`src/rtl/tcf_pkg.sv`:
```
// Shared types, constants and tables for the tilt complementary filter.
`default_nettype none
package tcf_pkg;
  localparam int CordicSteps = 16;
  localparam int AtanLen = 24;
  localparam int Steps = (CordicSteps > AtanLen) ? AtanLen : CordicSteps;
  localparam int AngleWidth = 16;
  localparam int StepW = $clog2(AtanLen + 1);
  localparam int unsigned RateDivisor = 67072;
  // ceil(2^32 / 131): exact quotient for any dividend below 2^28
  localparam logic [24:0] RateRecip = 25'd32786010;

  typedef enum logic [1:0] {
    REG_GYRO_X_OFFSET = 2'd0,
    REG_GYRO_Y_OFFSET = 2'd1,
    REG_BLEND_WEIGHT  = 2'd2,
    REG_SAMPLE_PERIOD = 2'd3
  } reg_idx_t;

  // Word handed from the front part to the back part.
  typedef struct packed {
    logic signed [16:0] num_roll;
    logic [16:0]        den_roll;
    logic signed [16:0] num_pitch;
    logic [16:0]        den_pitch;
    logic signed [16:0] delta_roll;
    logic signed [16:0] delta_pitch;
  } job_t;

  typedef struct packed {
    logic signed [15:0] gx_off;
    logic signed [15:0] gy_off;
    logic [15:0]        weight;
    logic [15:0]        period;
  } cfg_t;

  function automatic logic [21:0] atan_q16(input logic [StepW-1:0] i);
    logic [21:0] r;
    begin
      case (i)
        5'd0: r = 22'd2949120;  5'd1: r = 22'd1740967;  5'd2: r = 22'd919879;
        5'd3: r = 22'd466945;   5'd4: r = 22'd234379;   5'd5: r = 22'd117304;
        5'd6: r = 22'd58666;    5'd7: r = 22'd29335;    5'd8: r = 22'd14668;
        5'd9: r = 22'd7334;     5'd10: r = 22'd3667;    5'd11: r = 22'd1833;
        5'd12: r = 22'd917;     5'd13: r = 22'd458;     5'd14: r = 22'd229;
        5'd15: r = 22'd115;     5'd16: r = 22'd57;      5'd17: r = 22'd29;
        5'd18: r = 22'd14;      5'd19: r = 22'd7;       5'd20: r = 22'd4;
        5'd21: r = 22'd2;       5'd22: r = 22'd1;
        default: r = 22'd0;
      endcase
      return r;
    end
  endfunction
endpackage
`default_nettype wire

```
`src/rtl/tcf_if.sv`:
```
// Valid/ready channel interfaces for samples, results and register writes.
`default_nettype none


interface tcf_out_if (input logic clk);
  logic valid;
  logic ready;
  logic signed [15:0] roll_out;
  logic signed [15:0] pitch_out;
  modport source (output valid, roll_out, pitch_out, input ready);
  modport sink (input valid, roll_out, pitch_out, output ready);
endinterface

`default_nettype wire

```
`src/rtl/tcf_back.sv`:
```
// Back part: shared CORDIC arctangent, blend and saturation of both angles.
`default_nettype none
module tcf_back (
  input  logic          clk,
  input  logic          rst,
  input  logic          job_valid,
  output logic          job_ready,
  input  tcf_pkg::job_t job,
  input  tcf_pkg::cfg_t cfg,
  tcf_out_if.source     out_ch
);
  import tcf_pkg::*;

  typedef enum logic [5:0] {
    B_IDLE  = 6'b000001,
    B_ROT   = 6'b000010,
    B_MUL   = 6'b000100,
    B_SUM   = 6'b001000,
    B_NEXT  = 6'b010000,
    B_OUT   = 6'b100000
  } bstate_t;

  localparam logic signed [AngleWidth-1:0] AngMax = {1'b0, {(AngleWidth-1){1'b1}}};
  localparam logic signed [AngleWidth-1:0] AngMin = {1'b1, {(AngleWidth-1){1'b0}}};

  bstate_t state;
  logic    axis;  // 0 roll, 1 pitch
  job_t    cur;
  logic signed [AngleWidth-1:0] roll_angle, pitch_angle;
  logic signed [32:0] cx, cy;
  logic signed [23:0] cz;
  logic [StepW-1:0] step;
  logic signed [15:0] acc_ang;
  logic signed [AngleWidth+1:0] gsum;
  logic signed [AngleWidth+17:0] pw, pa;
  logic signed [AngleWidth+19:0] tot;
  logic signed [AngleWidth+3:0] bl;
  logic signed [AngleWidth-1:0] bl_sat;
  logic signed [32:0] xs, ys;
  logic signed [23:0] zr;
  logic signed [AngleWidth-1:0] old_ang;
  logic signed [16:0] dlt;
  logic zero_vec;

  assign job_ready = (state == B_IDLE);
  assign out_ch.valid = (state == B_OUT);
  assign xs = cx >>> step;
  assign ys = cy >>> step;
  assign zr = cz + 24'sd256;
  assign old_ang = axis ? pitch_angle : roll_angle;
  assign dlt = axis ? cur.delta_pitch : cur.delta_roll;
  assign acc_ang = zero_vec ? 16'sd0 : 16'(zr >>> 9);
  assign gsum = (AngleWidth+2)'(old_ang) + (AngleWidth+2)'(dlt);
  assign tot = (AngleWidth+20)'(pw) + (AngleWidth+20)'(pa) + (AngleWidth+20)'(32768);
  assign bl = (AngleWidth+4)'(tot >>> 16);
  assign bl_sat = (bl > (AngleWidth+4)'(AngMax)) ? AngMax :
                  (bl < (AngleWidth+4)'(AngMin)) ? AngMin : AngleWidth'(bl);

  // Present the kept angles, saturated to the port width.
  always_comb begin
    if (AngleWidth > 16) begin
      out_ch.roll_out = (roll_angle > 32767) ? 16'sh7fff :
                        (roll_angle < -32768) ? 16'sh8000 : 16'(roll_angle);
      out_ch.pitch_out = (pitch_angle > 32767) ? 16'sh7fff :
                         (pitch_angle < -32768) ? 16'sh8000 : 16'(pitch_angle);
    end else begin
      out_ch.roll_out = 16'(roll_angle);
      out_ch.pitch_out = 16'(pitch_angle);
    end
  end

  // Run the CORDIC per axis, then blend.
  always_ff @(posedge clk) begin
    if (rst) begin
      state <= B_IDLE;
      axis <= 1'b0;
      roll_angle <= '0;
      pitch_angle <= '0;
    end else begin
      case (state)
        B_IDLE: begin
          if (job_valid) begin
            cur <= job;
            axis <= 1'b0;
            cx <= 33'({job.den_roll, 14'd0});
            cy <= 33'($signed({job.num_roll, 14'd0}));
            zero_vec <= (job.den_roll == 0) && (job.num_roll == 0);
            cz <= '0;
            step <= '0;
            state <= B_ROT;
          end
        end
        B_ROT: begin
          if (cy < 0) begin
            cx <= cx - ys;
            cy <= cy + xs;
            cz <= cz - $signed({2'b00, atan_q16(step)});
          end else begin
            cx <= cx + ys;
            cy <= cy - xs;
            cz <= cz + $signed({2'b00, atan_q16(step)});
          end
          step <= step + 1'b1;
          if (step == StepW'(Steps - 1)) begin
            state <= B_MUL;
          end
        end
        B_MUL: begin
          pw <= (AngleWidth+18)'(gsum * $signed({1'b0, cfg.weight}));
          pa <= (AngleWidth+18)'(acc_ang * $signed(18'd65536 - 18'(cfg.weight)));
          state <= B_SUM;
        end
        B_SUM: begin
          if (axis) begin
            pitch_angle <= bl_sat;
            state <= B_OUT;
          end else begin
            roll_angle <= bl_sat;
            state <= B_NEXT;
          end
        end
        B_NEXT: begin
          axis <= 1'b1;
          cx <= 33'({cur.den_pitch, 14'd0});
          cy <= 33'($signed({cur.num_pitch, 14'd0}));
          zero_vec <= (cur.den_pitch == 0) && (cur.num_pitch == 0);
          cz <= '0;
          step <= '0;
          state <= B_ROT;
        end
        B_OUT: begin
          if (out_ch.ready) begin
            state <= B_IDLE;
          end
        end
        default: state <= B_IDLE;
      endcase
    end
  end
endmodule
`default_nettype wire

```
`src/flat_wrapper.sv`:
```
// flat-port wrapper written by rule: the top's interface ports become plain ports
module tcf_back_flat import tcf_pkg::*;
  (clk, rst, job_valid, job_ready, job, cfg, out_ch_valid, out_ch_roll_out, out_ch_pitch_out, out_ch_ready);
  tcf_out_if out_ch_i (.clk(clk));
  input  logic clk;
  input  logic rst;
  input  logic job_valid;
  output logic job_ready;
  input  tcf_pkg::job_t job;
  input  tcf_pkg::cfg_t cfg;
  output wire logic [$bits(out_ch_i.valid)-1:0] out_ch_valid;
  output wire logic [$bits(out_ch_i.roll_out)-1:0] out_ch_roll_out;
  output wire logic [$bits(out_ch_i.pitch_out)-1:0] out_ch_pitch_out;
  input wire logic [$bits(out_ch_i.ready)-1:0] out_ch_ready;
  assign out_ch_valid = out_ch_i.valid;
  assign out_ch_roll_out = out_ch_i.roll_out;
  assign out_ch_pitch_out = out_ch_i.pitch_out;
  assign out_ch_i.ready = out_ch_ready;
  tcf_back u_core (.clk(clk), .rst(rst), .job_valid(job_valid), .job_ready(job_ready), .job(job), .cfg(cfg), .out_ch(out_ch_i));
endmodule
```
`config.mk`:
```
export PLATFORM = sky130hd
export DESIGN_NAME = tcf_back_flat
export DESIGN_NICKNAME = d
export VERILOG_FILES = /design/src/rtl/tcf_pkg.sv /design/src/rtl/tcf_if.sv /design/src/rtl/tcf_back.sv /design/src/flat_wrapper.sv
export SDC_FILE = /design/constraint.sdc
export NUM_CORES = 2
export LEC_CHECK = 0
export BUFFER_PORTS_ARGS = -buffer_cell sky130_fd_sc_hd__buf_2
export CAP_MARGIN = 30
export CORE_ASPECT_RATIO = 0.7
export CORE_MARGIN = 2
export CORE_UTILIZATION = 45
export DETAILED_ROUTE_END_ITERATION = 8
export GPL_TIMING_DRIVEN = 0
export PLACE_DENSITY_LB_ADDON = 0.1
export SLEW_MARGIN = 10
export SYNTH_ARGS = -nofsm -noshare
export SYNTH_HDL_FRONTEND = slang
export SYNTH_SLANG_ARGS = --single-unit
```
`constraint.sdc`:
```
create_clock -name clk -period 13.6 [get_ports clk]
set_input_delay 0.68 -clock clk [delete_from_list [all_inputs] [get_ports clk]]
set_output_delay 0.68 -clock clk [all_outputs]
set_load 0.1 [all_outputs]
```
==> impl_metrics.env <==
export IMPL_syn2layout_area_growth_pct=9.26
export IMPL_ys_async_sr_fraction=0
export IMPL_p_int_uw=6150
export IMPL_cp_start_kind="flip-flop"
export IMPL_worstSkewPairLatency_ps=590
export IMPL_power_frac_seq=0.130
export IMPL_post_route_drc_count=0
export IMPL_hold_violations=0
export IMPL_grt_first_pass_wirelength_mm=220
export IMPL_via_count=36100
export IMPL_fill_cells=9215
export IMPL_critPathArrivalTime_ps=12770
export IMPL_drive_gt1_frac=0.101
export IMPL_wl_mm=146
export IMPL_yosys_warnings=0
export IMPL_antenna_found_initial=7
export IMPL_whs_path_depth=1
export IMPL_cts_tree="yes"
export IMPL_p_comb_frac=0.783
export IMPL_maxCapViolations=0
export IMPL_synth_seq_cells=293
export IMPL_start_util=0.455
export IMPL_die_w_um=377
export IMPL_postCtsSetupBuffers=0
export IMPL_syn_area_sq_mm=0.0438
export IMPL_power_switching_uw=6130
export IMPL_grt_total_usage=0.294
export IMPL_cpPeakStageDelay_ps=810
export IMPL_reg2regPathDepth=39
export IMPL_synthFlopType="edfxtp_1"
export IMPL_dp_hpwl_mm=120
export IMPL_synth_nets=5793
export IMPL_endpoint_kind="flip-flop"
export IMPL_vias_per_cell=5.74
export IMPL_clkPwrFrac=0.087
export IMPL_period_share=0.915
export IMPL_rows=95
export IMPL_yosysSeqAreaShare=0.187
export IMPL_io_pins=204
export IMPL_numClockSinks=293
export IMPL_die_area_sq_mm=0.0999
export IMPL_synth_cell_type_count=101
export IMPL_avgSynthCellArea_sq_um=9.19
export IMPL_hold_buffers=0
export IMPL_drv_slew=0
export IMPL_routabilityCongestion=1.02
export IMPL_io_buffers=154
export IMPL_critical_path_most_common_cell="fa_1"
export IMPL_status="completed"
export IMPL_nNetsFinal=6025
export IMPL_leakage_uw=0.0213
export IMPL_overflow=0
export IMPL_skew_ps=23.6
export IMPL_fin_crit_ps=12440
export IMPL_worst_slew_pin_slew_ps=1100
export IMPL_wl_per_cell_um=23.2
export IMPL_crit_fanout=10
export IMPL_ctsResizeCount=0
export IMPL_finalHoldWorstSlack_ps=266
export IMPL_crit_required_ps=13920
export IMPL_p_per_area_mw_per_mm2=257
export IMPL_ir_drop_uv=310
export IMPL_slowest_stage="xnor2_1"
export IMPL_max_freq_mhz=80.4
export IMPL_clock_path_buffers=3
export IMPL_grt_pass1_vias=34800
export IMPL_ant_nets=0
export IMPL_clkSlewWorstSetupHoldPaths_ps=60
export IMPL_swShare=0.499
export IMPL_netlist_instances=4765
export IMPL_core_area_sq_mm=0.0962
export IMPL_synth_edff_count=232
export IMPL_path_class="reg2reg"
export IMPL_multi_input_area_sq_mm=0.0322
export IMPL_dr_first_iter_drc_count=3081
export IMPL_hold_class="in2reg"
export IMPL_drtPass1Iterations=8
export IMPL_clockRootBuffer="clkbuf_16"
export IMPL_seq_area_sq_mm=0.00819
export IMPL_grt_max_degree=77
export IMPL_setup_violations=0
export IMPL_max_slew_margin=0.263
export IMPL_cts_htree_levels=2
export IMPL_numCtsBuffers=38
export IMPL_tns_ps=0
export IMPL_die_h_um=265
export IMPL_rsz0062_at_grt="false"
-- kinds of logic after synthesis --
| group | after synthesis | synth area share |
|---|---|---|
| flip-flops | 293 | 0.187 |
| multiplexers | 187 | 0.0712 |
| buffers and inverters | 910 | 0.0795 |
| AND/OR/NAND/NOR | 1420 | 0.154 |
| AO/OA/AOI/OAI | 792 | 0.117 |
| adder cells (fa/ha/maj) | 858 | 0.330 |
| XOR/XNOR | 305 | 0.0610 |
-- cell usage after synthesis, types with 18 or more instances --
library cell | n | area share
a21oi_1 | 241 | 0.028
a211oi_1 | 38 | 0.0065
mux2i_1 | 27 | 0.0062
edfxtp_1 | 232 | 0.16
fa_1 | 492 | 0.22
mux2_2 | 67 | 0.017
a22oi_1 | 32 | 0.0055
buf_1 | 28 | 0.0024
o211ai_1 | 18 | 0.0031
nand4_1 | 21 | 0.0030
nor2b_1 | 42 | 0.0060
a21o_1 | 68 | 0.012
clkbuf_1 | 160 | 0.014
inv_1 | 700 | 0.060
o21ai_0 | 163 | 0.019
nand3_1 | 71 | 0.0081
a31oi_1 | 32 | 0.0046
nand2_1 | 460 | 0.039
nand2b_1 | 46 | 0.0066
dfxtp_1 | 61 | 0.028
nor3_1 | 94 | 0.011
xnor2_1 | 194 | 0.039
or3_1 | 18 | 0.0026
and2_1 | 154 | 0.022
mux4_2 | 93 | 0.048
nor2_1 | 368 | 0.032
xor2_1 | 111 | 0.022
and3_1 | 38 | 0.0054
o21a_1 | 37 | 0.0063
o31ai_1 | 18 | 0.0031
ha_1 | 366 | 0.10
nor4_1 | 26 | 0.0037
-- per-stage QoR --
stage	setup slack, ps	power (uW)	util	cell area, sq um	cells
global route	406	13600	0.497	47800	6288
detailed placement	1260	11100	0.483	46500	6210
CTS	1210	12200	0.497	47800	6280
floorplan	3840	8720	-	43800	4765
finish	1160	12300	0.498	47800	6289
global placement	942	11000	0.480	46100	6180
-- path summary, 6_finish.rpt --
path / slack (ps) / from / end
min: 270 / job[53] / u_core.cur[53]
max reg2reg: 1160 / u_core.axis / u_core.pw[33]
min reg2reg: 500 / u_core.out_ch.pitch_out[15] / u_core.out_ch.pitch_out[15]
max: 1160 / u_core.axis / u_core.pw[33]
-- sequential cells by signal, summed over array words and instances, names as in the netlist, named ones only --
signal,count
u_core.axis,1
u_core.cy,33
u_core.state,6
u_core.cz,24
u_core.zero_vec,1
u_core.pa,34
u_core.cx,33
u_core.pw,34
u_core.out_ch.pitch_out,16
u_core.out_ch.roll_out,16
u_core.step,5
u_core.cur,68
-- cells in the final DEF, fill, tap and decap left out, drive strengths merged, types with 33 or more instances in the layout --
master and n:
nor2 369, nor2b 42, and2 156, a21oi 251, nand3 71, ha 366, a211oi 53, fa 492
mux2 67, nor3 95, xor2 111, buf 238, edfxtp 232, nand2 460, a31oi 33, a21o 68
nand2b 46, inv 708, clkbuf 209, o21ai 164, xnor2 194, o21a 37, and3 42, dfxtp 61
mux4 93
-- cell type report --
type,count,share of cell area
Clock buffer,48,0.0222
Timing Repair Buffer,192,0.0240
Inverter,703,0.0553
Clock inverter,22,0.00452
Sequential cell,293,0.171
Buffer,207,0.0176
Tap cell,1261,0.0330
Multi-Input combinational cell,3562,0.672
Antenna cell,1,0.0000523
-- power by group through the flow --
stage / registers [uW] / clock network [uW] / logic, uW
4_1_cts: 1590 / 1090 / 9560
3_3_place_gp: 1620 / 0 / 9400
6_report: 1590 / 1070 / 9620
3_5_place_dp: 1600 / 0 / 9470
2_1_floorplan: 1570 / 0 / 7150
5_1_grt: 1600 / 1120 / 10900
-- critical path: cells and delay by family (launching register included) --
family	cells	cell delay, ps
AO/OA/AOI/OAI	16	3930
multiplexers	1	330
XOR/XNOR	2	920
AND/OR/NAND/NOR	4	800
adder cells (fa/ha/maj)	8	3880
buffers and inverters	8	2000
flip-flops	1	310
-- layer usage --
layer	vias up	GRT usage	wire (um)
li1	16500	-	-
met1	17800	0.464	70700
met2	1665	0.372	53700
met3	146	0.111	18500
met4	2	0.0551	2830
met5	-	0	8
Note: power is estimated with default switching activity, not from simulation.
