==> config.mk <==
export PLATFORM = sky130hd
export DESIGN_NAME = tcf_queue
export DESIGN_NICKNAME = d
export VERILOG_FILES = /design/src/rtl/tcf_pkg.sv /design/src/rtl/tcf_queue.sv
export SDC_FILE = /design/constraint.sdc
export NUM_CORES = 1
export LEC_CHECK = 0
export BUFFER_PORTS_ARGS = -buffer_cell sky130_fd_sc_hd__buf_2
export CAP_MARGIN = 0
export CORE_MARGIN = 1
export CORE_UTILIZATION = 55
export CTS_CLUSTER_SIZE = 14
export DETAILED_ROUTE_END_ITERATION = 6
export MAX_ROUTING_LAYER = met4
export PLACE_DENSITY = 0.89
export SLEW_MARGIN = 0
export SYNTH_ARGS = -nofsm -noshare
export SYNTH_HDL_FRONTEND = slang
export SYNTH_SLANG_ARGS = --single-unit
==> constraint.sdc <==
create_clock -name clk -period 14.98 [get_ports clk]
set_clock_uncertainty 0.1 [all_clocks]
set_input_delay 2.996 -clock clk [delete_from_list [all_inputs] [get_ports clk]]
set_output_delay 2.996 -clock clk [all_outputs]
set_load 0.01 [all_outputs]
==> src/rtl/tcf_pkg.sv <==
// Shared types, constants and tables for the tilt complementary filter.
`default_nettype none
package tcf_pkg;
  localparam int CordicSteps = 16;
  localparam int AtanLen = 24;
  localparam int Steps = (CordicSteps > AtanLen) ? AtanLen : CordicSteps;
  localparam int AngleWidth = 16;
  localparam int StepW = $clog2(AtanLen + 1);
  localparam int unsigned RateDivisor = 67072;
  // ceil(2^32 / 131): exact quotient for any dividend below 2^28
  localparam logic [24:0] RateRecip = 25'd32786010;

  typedef enum logic [1:0] {
    REG_GYRO_X_OFFSET = 2'd0,
    REG_GYRO_Y_OFFSET = 2'd1,
    REG_BLEND_WEIGHT  = 2'd2,
    REG_SAMPLE_PERIOD = 2'd3
  } reg_idx_t;

  // Word handed from the front part to the back part.
  typedef struct packed {
    logic signed [16:0] num_roll;
    logic [16:0]        den_roll;
    logic signed [16:0] num_pitch;
    logic [16:0]        den_pitch;
    logic signed [16:0] delta_roll;
    logic signed [16:0] delta_pitch;
  } job_t;

  typedef struct packed {
    logic signed [15:0] gx_off;
    logic signed [15:0] gy_off;
    logic [15:0]        weight;
    logic [15:0]        period;
  } cfg_t;

  function automatic logic [21:0] atan_q16(input logic [StepW-1:0] i);
    logic [21:0] r;
    begin
      case (i)
        5'd0: r = 22'd2949120;  5'd1: r = 22'd1740967;  5'd2: r = 22'd919879;
        5'd3: r = 22'd466945;   5'd4: r = 22'd234379;   5'd5: r = 22'd117304;
        5'd6: r = 22'd58666;    5'd7: r = 22'd29335;    5'd8: r = 22'd14668;
        5'd9: r = 22'd7334;     5'd10: r = 22'd3667;    5'd11: r = 22'd1833;
        5'd12: r = 22'd917;     5'd13: r = 22'd458;     5'd14: r = 22'd229;
        5'd15: r = 22'd115;     5'd16: r = 22'd57;      5'd17: r = 22'd29;
        5'd18: r = 22'd14;      5'd19: r = 22'd7;       5'd20: r = 22'd4;
        5'd21: r = 22'd2;       5'd22: r = 22'd1;
        default: r = 22'd0;
      endcase
      return r;
    end
  endfunction
endpackage
`default_nettype wire

==> src/rtl/tcf_queue.sv <==
// Two-entry queue of job words between the front and back parts.
`default_nettype none
module tcf_queue (
  input  logic          clk,
  input  logic          rst,
  input  logic          wr_valid,
  output logic          wr_ready,
  input  tcf_pkg::job_t wr_job,
  output logic          rd_valid,
  input  logic          rd_ready,
  output tcf_pkg::job_t rd_job
);
  import tcf_pkg::*;

  job_t slot [2];
  logic wptr, rptr;
  logic [1:0] count;

  assign wr_ready = (count != 2'd2);
  assign rd_valid = (count != 2'd0);
  assign rd_job = slot[rptr];

  // Store and drop words.
  always_ff @(posedge clk) begin
    if (wr_valid && wr_ready) begin
      slot[wptr] <= wr_job;
    end
  end

  always_ff @(posedge clk) begin
    if (rst) begin
      wptr <= 1'b0;
      rptr <= 1'b0;
      count <= '0;
    end else begin
      if (wr_valid && wr_ready) begin
        wptr <= ~wptr;
      end
      if (rd_valid && rd_ready) begin
        rptr <= ~rptr;
      end
      count <= count + 2'((wr_valid && wr_ready) ? 1 : 0)
                     - 2'((rd_valid && rd_ready) ? 1 : 0);
    end
  end
endmodule
`default_nettype wire

==> results of run 1 <==
==> cells in the mapped netlist <==
| cell type | number | area share, % |
|---|---|---|
| edfxtp_1 | 204 | 77 |
| buf_2 | 2 | 0.13 |
| ha_1 | 2 | 0.32 |
| o21a_1 | 1 | 0.095 |
| nor2_1 | 5 | 0.24 |
| dfxtp_1 | 5 | 1.3 |
| xnor2_1 | 2 | 0.22 |
| nand2_1 | 1 | 0.047 |
| mux2_4 | 80 | 15 |
| nor2b_1 | 2 | 0.16 |
| buf_4 | 1 | 0.095 |
| or2_2 | 1 | 0.079 |
| buf_6 | 8 | 1.1 |
| nand2b_1 | 1 | 0.079 |
| xor2_1 | 1 | 0.11 |
| and3_1 | 1 | 0.079 |
| inv_1 | 1 | 0.047 |
| mux2_2 | 23 | 3.3 |
==> final cells by class <==
cell class | instances | area share (%)
Sequential cell | 209 | 64.1
Tap cell | 180 | 2.32
Antenna cell | 1 | 0.0258
Timing Repair Buffer | 212 | 11.0
Inverter | 1 | 0.0386
Clock buffer | 24 | 5.52
Multi-Input combinational cell | 120 | 16.3
Clock inverter | 13 | 0.670
==> routing by layer <==
| metal | part of all wire (%) | vias to the layer above | wire length, um | global-route usage (%) |
|---|---|---|---|---|
| li1 | - | 1802 | - | - |
| met1 | 40 | 1901 | 5420 | 21.9 |
| met2 | 50 | 165 | 6870 | 30.3 |
| met3 | 7.3 | 31 | 996 | 4.78 |
| met4 | 2.4 | 0 | 328 | 6.33 |
| met5 | 0 | - | 0 | - |
==> flip-flops by register name (all words and copies together) (netlist names), named ones only <==
name	count
rptr	1
count	2
wptr	1
slot	204
==> per-stage QoR <==
stage | std cells | utilization, %
finish | 760 | 69.7
global placement | 722 | 65.4
detailed placement | 722 | 65.4
CTS | 759 | 69.7
floorplan | 341 | -
global route | 760 | 69.7
==> where the power goes <==
group | internal, uW | total, uW | switching [uW]
sequential | 736 | 776 | 39.9
combinational | 205 | 391 | 186
clock | 257 | 456 | 199
==> worst max-delay path, delay by kind of cell (launching register included) <==
kind	cells	cell delay (ns)
buffers and inverters	2	1.02
flip-flops	1	0.83
multiplexers	1	0.43
==> logic make-up after synthesis <==
logic type,Yosys count
compound gates,1
xor+xnor,3
fa+ha+maj,2
buf+inv,12
flops,209
mux,103
simple gates,11
==> how the worst max path moves through the flow <==
stage / endpoint / from / cells past startpoint
after global placement: rd_job[0] / flip-flop / 3
after CTS: rd_job[101] / flip-flop / 3
after floorplan: slot[0][0] / wr_valid / 2
after detailed placement: slot[0][85] / wr_valid / 4
final: rd_job[101] / flip-flop / 3
after global routing: rd_job[101] / flip-flop / 3
==> results.sh, run 1 <==
export IMPL_worstPathCellList="buf_4, mux2_2, buf_2"
export IMPL_ys_ff_latch=209
export IMPL_vias=3899
export IMPL_grt_pass1_wl_um=19800
export IMPL_pre_cts_ws_ns=9.47
export IMPL_arrival_ns=2.87
export IMPL_dpl_instance_area_um2=9110
export IMPL_holdPathStages=2
export IMPL_tightestPinTransition_ns=1.13
export IMPL_hold_ws_ns=0.454
export IMPL_reg2reg_depth=4
export IMPL_htree_levels=1
export IMPL_grtUsageTotal_pct=18.3
export IMPL_numCtsBuffers=21
export IMPL_syn_area_um2=7910
export IMPL_synth_compound_area_share_pct=0.0949
export IMPL_fp_dieH_um=122
export IMPL_hpwl_um=9040
export IMPL_period_needed_ns=5.96
export IMPL_multi_input_area_um2=1590
export IMPL_setup_tns_ns=0
export IMPL_ys_warn_count=0
export IMPL_final_common_cell="buf_2"
export IMPL_die_w_um=122
export IMPL_fp_row_count=43
export IMPL_synth_seq_area_share_pct=78.7
export IMPL_synth_top_family_by_area="multiplexers"
export IMPL_root_buffer="clkbuf_16"
export IMPL_hold_start="rptr"
export IMPL_vias_per_cell=5.13
export IMPL_max_freq_mhz=168
export IMPL_clk_path_buf_depth=3
export IMPL_synth_simple_area_share_pct=0.680
export IMPL_grt_overflow=0
export IMPL_cts_sinks=209
export IMPL_status="finished, final reports clean"
export IMPL_antenna_found_initial=1
export IMPL_required_ns=11.88
export IMPL_synthesis_nets=449
export IMPL_p_leak_uw=0.00380
export IMPL_slowest_stage="buf_4"
export IMPL_timing_rr_start="count[0]"
export IMPL_avgSynthCellArea_um2=23.2
export IMPL_drt_wl_total_um=13600
export IMPL_final_cell_area_um2=9720
export IMPL_mostFrequentLayoutCells="buf_2, edfxtp_1, mux2_4, mux2_2, clkbuf_16"
export IMPL_drive_above_1_share_pct=60.1
export IMPL_clock_latency_ns=0.47
export IMPL_synth_adder_area_share_pct=0.316
export IMPL_port_buffers=209
export IMPL_drv_slew=0
export IMPL_critPathKind="flip-flop to output port"
export IMPL_num_fill_cells=888
export IMPL_hold_path_class="flip-flop to flip-flop"
export IMPL_cp_end_kind="output port"
export IMPL_syn2layout_area_growth_pct=22.8
export IMPL_max_slew_margin_rel_pct=24.4
export IMPL_cts_setup_buffers=0
export IMPL_drc=0
export IMPL_netlist_instances=341
export IMPL_worst_setup_path_start_kind="flip-flop"
export IMPL_core_area_um2=13900
export IMPL_finalHoldViolations=0
export IMPL_r2r_slack_ns=12.05
export IMPL_gp_congestion=0.720
export IMPL_setup_ws_ns=9.02
export IMPL_ctsResizeCount=0
export IMPL_drv_cap=0
export IMPL_regArea_um2=6230
export IMPL_design_die_area_um2=14900
export IMPL_cts_tree="built"
export IMPL_cts_hold_buf=0
export IMPL_dr_pass1_iters=6
export IMPL_rsz0062_at_grt="false"
export IMPL_fin_total_pwr_uw=1620
export IMPL_setup_viol=0
export IMPL_muxShareOfSynthArea_pct=18.5
export IMPL_nNetsFinal=673
export IMPL_post_route_period_util_pct=39.8
export IMPL_drtIter0Drc=189
export IMPL_initial_utilization_pct=56.8
export IMPL_wl_per_cell_um=17.9
export IMPL_path_max_fanout=55
export IMPL_ios=210
export IMPL_timing_rr_end="slot[0][21]"
export IMPL_p_per_area_nw_per_um2=167
export IMPL_max_stage_delay_ns=0.88
export IMPL_synth_xor_area_share_pct=0.332
export IMPL_postRouteAntennaNets=0
export IMPL_grt_pass1_vias=3953
export IMPL_synth_cell_type_count=18
export IMPL_path_clk_slew_ns=0.06
export IMPL_grt_max_degree=65
export IMPL_irDropWorstVdd_v=0.000129
(Power assumes the default switching activity.)
==> run 2: changes to the inputs <==
--- a/config.mk
+++ b/config.mk
@@ -5,14 +5,15 @@
 export SDC_FILE = /design/constraint.sdc
 export NUM_CORES = 1
 export LEC_CHECK = 0
+export ABC_AREA = 1
 export BUFFER_PORTS_ARGS = -buffer_cell sky130_fd_sc_hd__buf_2
 export CAP_MARGIN = 0
 export CORE_MARGIN = 1
-export CORE_UTILIZATION = 55
+export CORE_UTILIZATION = 52
 export CTS_CLUSTER_SIZE = 14
 export DETAILED_ROUTE_END_ITERATION = 6
 export MAX_ROUTING_LAYER = met4
-export PLACE_DENSITY = 0.89
+export PLACE_DENSITY = 0.85
 export SLEW_MARGIN = 0
 export SYNTH_ARGS = -nofsm -noshare
 export SYNTH_HDL_FRONTEND = slang
==> constraint.sdc (replaced) <==
create_clock -name clk -period 5.6 [get_ports clk]
set_clock_uncertainty 0.1 [all_clocks]
set_input_delay 1.12 -clock clk [delete_from_list [all_inputs] [get_ports clk]]
set_output_delay 1.12 -clock clk [all_outputs]
set_load 0.01 [all_outputs]
==> results.sh, run 2 <==
export IMPL_syn_area_um2=7930
export IMPL_num_fill_cells=983
export IMPL_cts_sinks=209
export IMPL_dr_pass1_iters=6
export IMPL_worst_setup_path_start_kind="flip-flop"
export IMPL_drv_cap=0
export IMPL_vias_per_cell=5.03
export IMPL_muxShareOfSynthArea_pct=18.3
export IMPL_required_ns=4.38
export IMPL_max_slew_margin_rel_pct=26.4
export IMPL_hpwl_um=9260
export IMPL_root_buffer="clkbuf_16"
export IMPL_tightestPinTransition_ns=1.10
export IMPL_grt_overflow=0
export IMPL_clkPwrFrac_pct=29.0
export IMPL_synth_xor_area_share_pct=0
export IMPL_worstPathCellList="buf_12, mux2_2, buf_2"
export IMPL_grt_pass1_vias=4112
export IMPL_synthesis_nets=462
export IMPL_fp_dieH_um=125
export IMPL_seqPwrFrac_pct=47.9
export IMPL_path_max_fanout=62
export IMPL_period_needed_ns=3.72
export IMPL_design_die_area_um2=15700
export IMPL_final_common_cell="buf_2"
export IMPL_cts_hold_buf=0
export IMPL_async_flop_share_pct=0
export IMPL_rsz0062_at_grt="false"
export IMPL_post_route_period_util_pct=66.3
export IMPL_synth_top_family_by_area="multiplexers"
export IMPL_synth_seq_area_share_pct=78.5
export IMPL_yosys_top_cells_count="edfxtp_1, mux2_4, mux2_2, nor2_1"
export IMPL_clock_latency_ns=0.48
export IMPL_drv_slew=0
export IMPL_p_sw_share_pct=26.0
export IMPL_port_buffers=209
export IMPL_cell_internal_pwr_uw=3250
export IMPL_setup_tns_ns=0
export IMPL_cp_end_kind="output port"
export IMPL_finalHoldViolations=0
export IMPL_syn2layout_area_growth_pct=23.4
export IMPL_slowest_stage="dfxtp_4"
export IMPL_violations="design-rule violations"
export IMPL_p_leak_uw=0.00386
export IMPL_top_register="slot"
export IMPL_max_stage_delay_ns=1.08
export IMPL_drtIter0Drc=245
export IMPL_drt_wl_total_um=13800
export IMPL_hold_path_class="flip-flop to flip-flop"
export IMPL_die_w_um=125
export IMPL_max_freq_mhz=269
export IMPL_ys_ff_latch=209
export IMPL_htree_levels=1
export IMPL_ios=210
export IMPL_clk_path_buf_depth=3
export IMPL_fp_row_count=44
export IMPL_synth_edff_count=204
export IMPL_yosysTopAreaCellShare_pct=77.3
export IMPL_antenna_found_initial=1
export IMPL_wl_per_cell_um=17.8
export IMPL_critPathKind="flip-flop to output port"
export IMPL_setup_viol=0
export IMPL_ys_warn_count=0
export IMPL_synth_adder_area_share_pct=0.316
export IMPL_initial_utilization_pct=53.9
export IMPL_irDropWorstVdd_v=0.000313
export IMPL_nNetsFinal=687
export IMPL_hold_ws_ns=0.431
export IMPL_ctsResizeCount=0
export IMPL_p_sw_uw=1140
export IMPL_synth_simple_area_share_pct=0.994
export IMPL_synth_compound_area_share_pct=0.126
export IMPL_synth_cell_type_count=13
export IMPL_drive_above_1_share_pct=58.4
export IMPL_path_clk_slew_ns=0.06
export IMPL_netlist_instances=354
export IMPL_grtUsageTotal_pct=18.2
export IMPL_post_synth_top_area_cell="edfxtp_1"
export IMPL_mostFrequentLayoutCells="buf_2, edfxtp_1, mux2_4, mux2_2, clkbuf_16"
export IMPL_postRouteAntennaNets=0
export IMPL_vias=3918
export IMPL_largestRegisters="slot x204, count x2"
export IMPL_synth_most_common_cell="edfxtp_1"
export IMPL_numCtsBuffers=21
export IMPL_gp_congestion=0.721
export IMPL_status="complete, but fails checks"
export IMPL_grt_max_degree=65
export IMPL_p_per_area_nw_per_um2=449
export IMPL_synth_ff_type="edfxtp_1"
export IMPL_avgSynthCellArea_um2=22.4
export IMPL_cts_tree="built"
export IMPL_core_area_um2=14700
export IMPL_arrival_ns=2.50
export IMPL_p_comb_share_pct=23.1
export IMPL_largest_register_ffs=204
export IMPL_drc=13
export IMPL_synth_area_top_cells="edfxtp_1, mux2_4, mux2_2"
export IMPL_grt_pass1_wl_um=21300
export IMPL_cts_setup_buffers=0
## run 2: worst paths after layout
path | start | end | slack (ns) | cells after the start
worst max-delay path | flip-flop | rd_job[19] | 1.88 | 3
worst min-delay path | rptr | flip-flop | 0.43 | 2
worst max register to register | count[0] | slot[1][65] | 3.18 | 5
worst min register to register | rptr | flip-flop | 0.43 | 2
## run 2: layout make-up
| class | count | area, um^2 | share of cell area, % |
|---|---|---|---|
| Inverter | 8 | 32.5 | 0.333 |
| Antenna cell | 1 | 2.50 | 0.0256 |
| Timing Repair Buffer | 213 | 1090 | 11.1 |
| Clock buffer | 26 | 544 | 5.56 |
| Tap cell | 184 | 230 | 2.35 |
| Multi-Input combinational cell | 126 | 1570 | 16.1 |
| Sequential cell | 209 | 6230 | 63.7 |
| Clock inverter | 12 | 83.8 | 0.857 |
## run 2: worst max-delay path, delay by kind of cell (launching register included)
kind	cells	cell delay [ns]
flip-flops	1	1.08
multiplexers	1	0.38
buffers and inverters	2	0.52
## run 2: routing by layer
layer	vias to the layer above	share of wire (%)	global-route usage [%]
met3	24	7.9	4.66
li1	1837	-	-
met5	-	0	-
met1	1913	39	21.5
met2	144	51	31.0
met4	0	1.6	4.88
## run 2: metrics by stage
step | cell area, um^2 | power [uW] | setup slack (ns) | instances | utilization (%)
floorplan | 7930 | 2820 | 1.22 | 354 | -
global placement | 9150 | 3140 | 2.37 | 740 | 62.3
detailed placement | 9150 | 3170 | 2.34 | 740 | 62.3
CTS | 9780 | 4450 | 1.82 | 778 | 66.5
global route | 9780 | 4590 | 1.74 | 779 | 66.5
finish | 9780 | 4400 | 1.88 | 779 | 66.5
## run 2: power by group through the flow
stage	sequential (uW)	combinational, uW	clock [uW]
after global placement	2130	1010	0
after CTS	2110	1030	1300
final	2110	1020	1270
after floorplan	2070	750	0
after detailed placement	2140	1030	0
after global routing	2130	1090	1370
## run 2: cell families (layout without fill, tap and decap cells)
| family | Yosys count | count (layout) |
|---|---|---|
| adder cells (fa/ha/maj) | 2 | 2 |
| multiplexers | 102 | 102 |
| other | 0 | 1 |
| buffers and inverters | 19 | 259 |
| AO/OA/AOI/OAI | 2 | 2 |
| AND/OR/NAND/NOR | 20 | 20 |
| flip-flops | 209 | 209 |
==> run 3: changes to the inputs <==
--- a/config.mk
+++ b/config.mk
@@ -5,7 +5,7 @@
 export SDC_FILE = /design/constraint.sdc
 export NUM_CORES = 1
 export LEC_CHECK = 0
-export ABC_AREA = 1
+export ABC_AREA = 0
 export BUFFER_PORTS_ARGS = -buffer_cell sky130_fd_sc_hd__buf_2
 export CAP_MARGIN = 0
 export CORE_MARGIN = 1
==> constraint.sdc (replaced) <==
create_clock -name clk -period 3.8 [get_ports clk]
set_clock_uncertainty 0.1 [all_clocks]
set_input_delay 0.76 -clock clk [delete_from_list [all_inputs] [get_ports clk]]
set_output_delay 0.76 -clock clk [all_outputs]
set_load 0.01 [all_outputs]
==> results.sh, run 3 (same netlist as run 1, synthesis figures left out) <==
export IMPL_root_buffer="clkbuf_16"
export IMPL_whs_endpoint="slot[1][56]"
export IMPL_pre_cts_ws_ns=1.30
export IMPL_path_clk_slew_ns=0.06
export IMPL_clkPwrFrac_pct=30.2
export IMPL_required_ns=2.94
export IMPL_dpl_instance_area_um2=9180
export IMPL_critPathKind="flip-flop to output port"
export IMPL_r2r_slack_ns=1.69
export IMPL_seqPwrFrac_pct=45.9
export IMPL_final_common_cell="buf_2"
export IMPL_p_sw_uw=1700
export IMPL_reg2reg_depth=3
export IMPL_die_w_um=125
export IMPL_final_cell_area_um2=9860
export IMPL_fin_total_pwr_uw=6640
export IMPL_p_leak_uw=0.00386
export IMPL_dr_pass1_iters=7
export IMPL_drv_cap=0
export IMPL_rsz0062_at_grt="false"
export IMPL_mostFrequentLayoutCells="buf_2, edfxtp_1, mux2_4, mux2_2, clkbuf_16"
export IMPL_grt_overflow=0
export IMPL_largestRegisters="slot x204, count x2"
export IMPL_p_sw_share_pct=25.6
export IMPL_vias_per_cell=5.06
export IMPL_cts_tree="built"
export IMPL_ctsResizeCount=0
export IMPL_max_freq_mhz=335
export IMPL_numCtsBuffers=21
export IMPL_design_die_area_um2=15700
export IMPL_grt_pass1_wl_um=20900
export IMPL_cell_internal_pwr_uw=4940
export IMPL_clk_path_buf_depth=3
export IMPL_status="complete, but fails checks"
export IMPL_setup_ws_ns=0.817
export IMPL_vias=3883
export IMPL_arrival_ns=2.12
export IMPL_cp_end_kind="output port"
export IMPL_cts_sinks=209
export IMPL_max_slew_margin_rel_pct=47.8
export IMPL_grt_pass1_vias=4111
export IMPL_post_route_period_util_pct=78.5
export IMPL_setup_tns_ns=0
export IMPL_grt_max_degree=75
export IMPL_clock_latency_ns=0.47
export IMPL_hold_path_class="input port to flip-flop"
export IMPL_timing_rr_end="slot[1][18]"
export IMPL_irDropWorstVdd_v=0.000486
export IMPL_drc=12
export IMPL_timing_rr_start="count[0]"
export IMPL_antenna_found_initial=2
export IMPL_core_area_um2=14700
export IMPL_gp_congestion=0.709
export IMPL_p_per_area_nw_per_um2=673
export IMPL_nNetsFinal=675
export IMPL_fp_dieH_um=125
export IMPL_p_comb_share_pct=23.9
export IMPL_cts_hold_buf=0
export IMPL_drtIter0Drc=257
export IMPL_drt_wl_total_um=13900
export IMPL_setup_viol=0
export IMPL_hpwl_um=9050
export IMPL_stdcell_count=767
export IMPL_drive_above_1_share_pct=60.1
export IMPL_finalHoldViolations=0
export IMPL_path_max_fanout=39
export IMPL_syn2layout_area_growth_pct=24.6
export IMPL_fp_row_count=44
export IMPL_drv_slew=0
export IMPL_ios=210
export IMPL_hold_start="wr_job[56]"
export IMPL_holdPathStages=1
export IMPL_wl_per_cell_um=18.1
export IMPL_period_needed_ns=2.98
export IMPL_initial_utilization_pct=53.8
export IMPL_port_buffers=209
export IMPL_largest_register_ffs=204
export IMPL_htree_levels=1
export IMPL_postRouteAntennaNets=0
export IMPL_worst_setup_path_start_kind="flip-flop"
export IMPL_dp_cells=728
export IMPL_top_register="slot"
export IMPL_tightestPinTransition_ns=0.782
export IMPL_cts_setup_buffers=0
export IMPL_grtUsageTotal_pct=17.8
export IMPL_violations="design-rule violations"
[run 3: cell count changes in the layout (fill, tap and decap cells not counted), sizes merged, moves of 2 or more]
cell,delta
inv,-8
nand2,-7
clkbuf,-4
nor2,-4
nand3,-3
a21oi,-2
bufinv,+2
nor2b,+2
xnor2,+2
[run 3: final cells by class]
class | instances | area [um^2]
diodes | 2 | 5.00
clock buffers | 22 | 529
clock inverters | 15 | 143
fillers | 968 | 4840
inverters | 1 | 3.75
multi-input cells | 120 | 1590
flip-flops and latches | 209 | 6230
well taps | 184 | 230
repair buffers | 214 | 1130
[run 3: metrics by stage]
stage | util, % | hold WS, ns
4_1_cts | 67.0 | 0.348
2_1_floorplan | - | 0.381
3_3_place_gp | 62.5 | 0.397
3_5_place_dp | 62.5 | 0.415
6_report | 67.1 | 0.363
5_1_grt | 67.1 | 0.343
[run 3: worst max-delay path, stage by stage, from the launching register on]
cell     delay, ns
dfxtp_4       0.78
buf_12        0.34
mux2_2        0.37
buf_2         0.14
[run 3: power groups by stage]
stage | logic (uW) | clock network [uW] | registers [uW]
detailed placement | 1600 | 0 | 3090
global placement | 1570 | 0 | 3070
floorplan | 1140 | 0 | 3020
CTS | 1610 | 2040 | 3050
global route | 1690 | 2130 | 3070
finish | 1590 | 2010 | 3040
[run 3: worst max path at each step]
stage / start / depth (start not counted) / endpoint / slack, ns
6_report: flip-flop / 3 / rd_job[13] / 0.82
5_1_grt: flip-flop / 3 / rd_job[13] / 0.72
4_1_cts: flip-flop / 3 / rd_job[13] / 0.78
3_5_place_dp: flip-flop / 3 / rd_job[13] / 1.30
3_3_place_gp: flip-flop / 3 / rd_job[13] / 1.32
2_1_floorplan: wr_valid / 1 / slot[1][0] / 0.06
[run 3: per-layer routing]
metal | GRT usage [%] | share of wire (%) | wire, um
met1 | 20.7 | 39 | 5410
met2 | 30.8 | 52 | 7210
met3 | 4.54 | 6.8 | 946
met4 | 5.09 | 2.1 | 289
met5 | - | 0 | 0
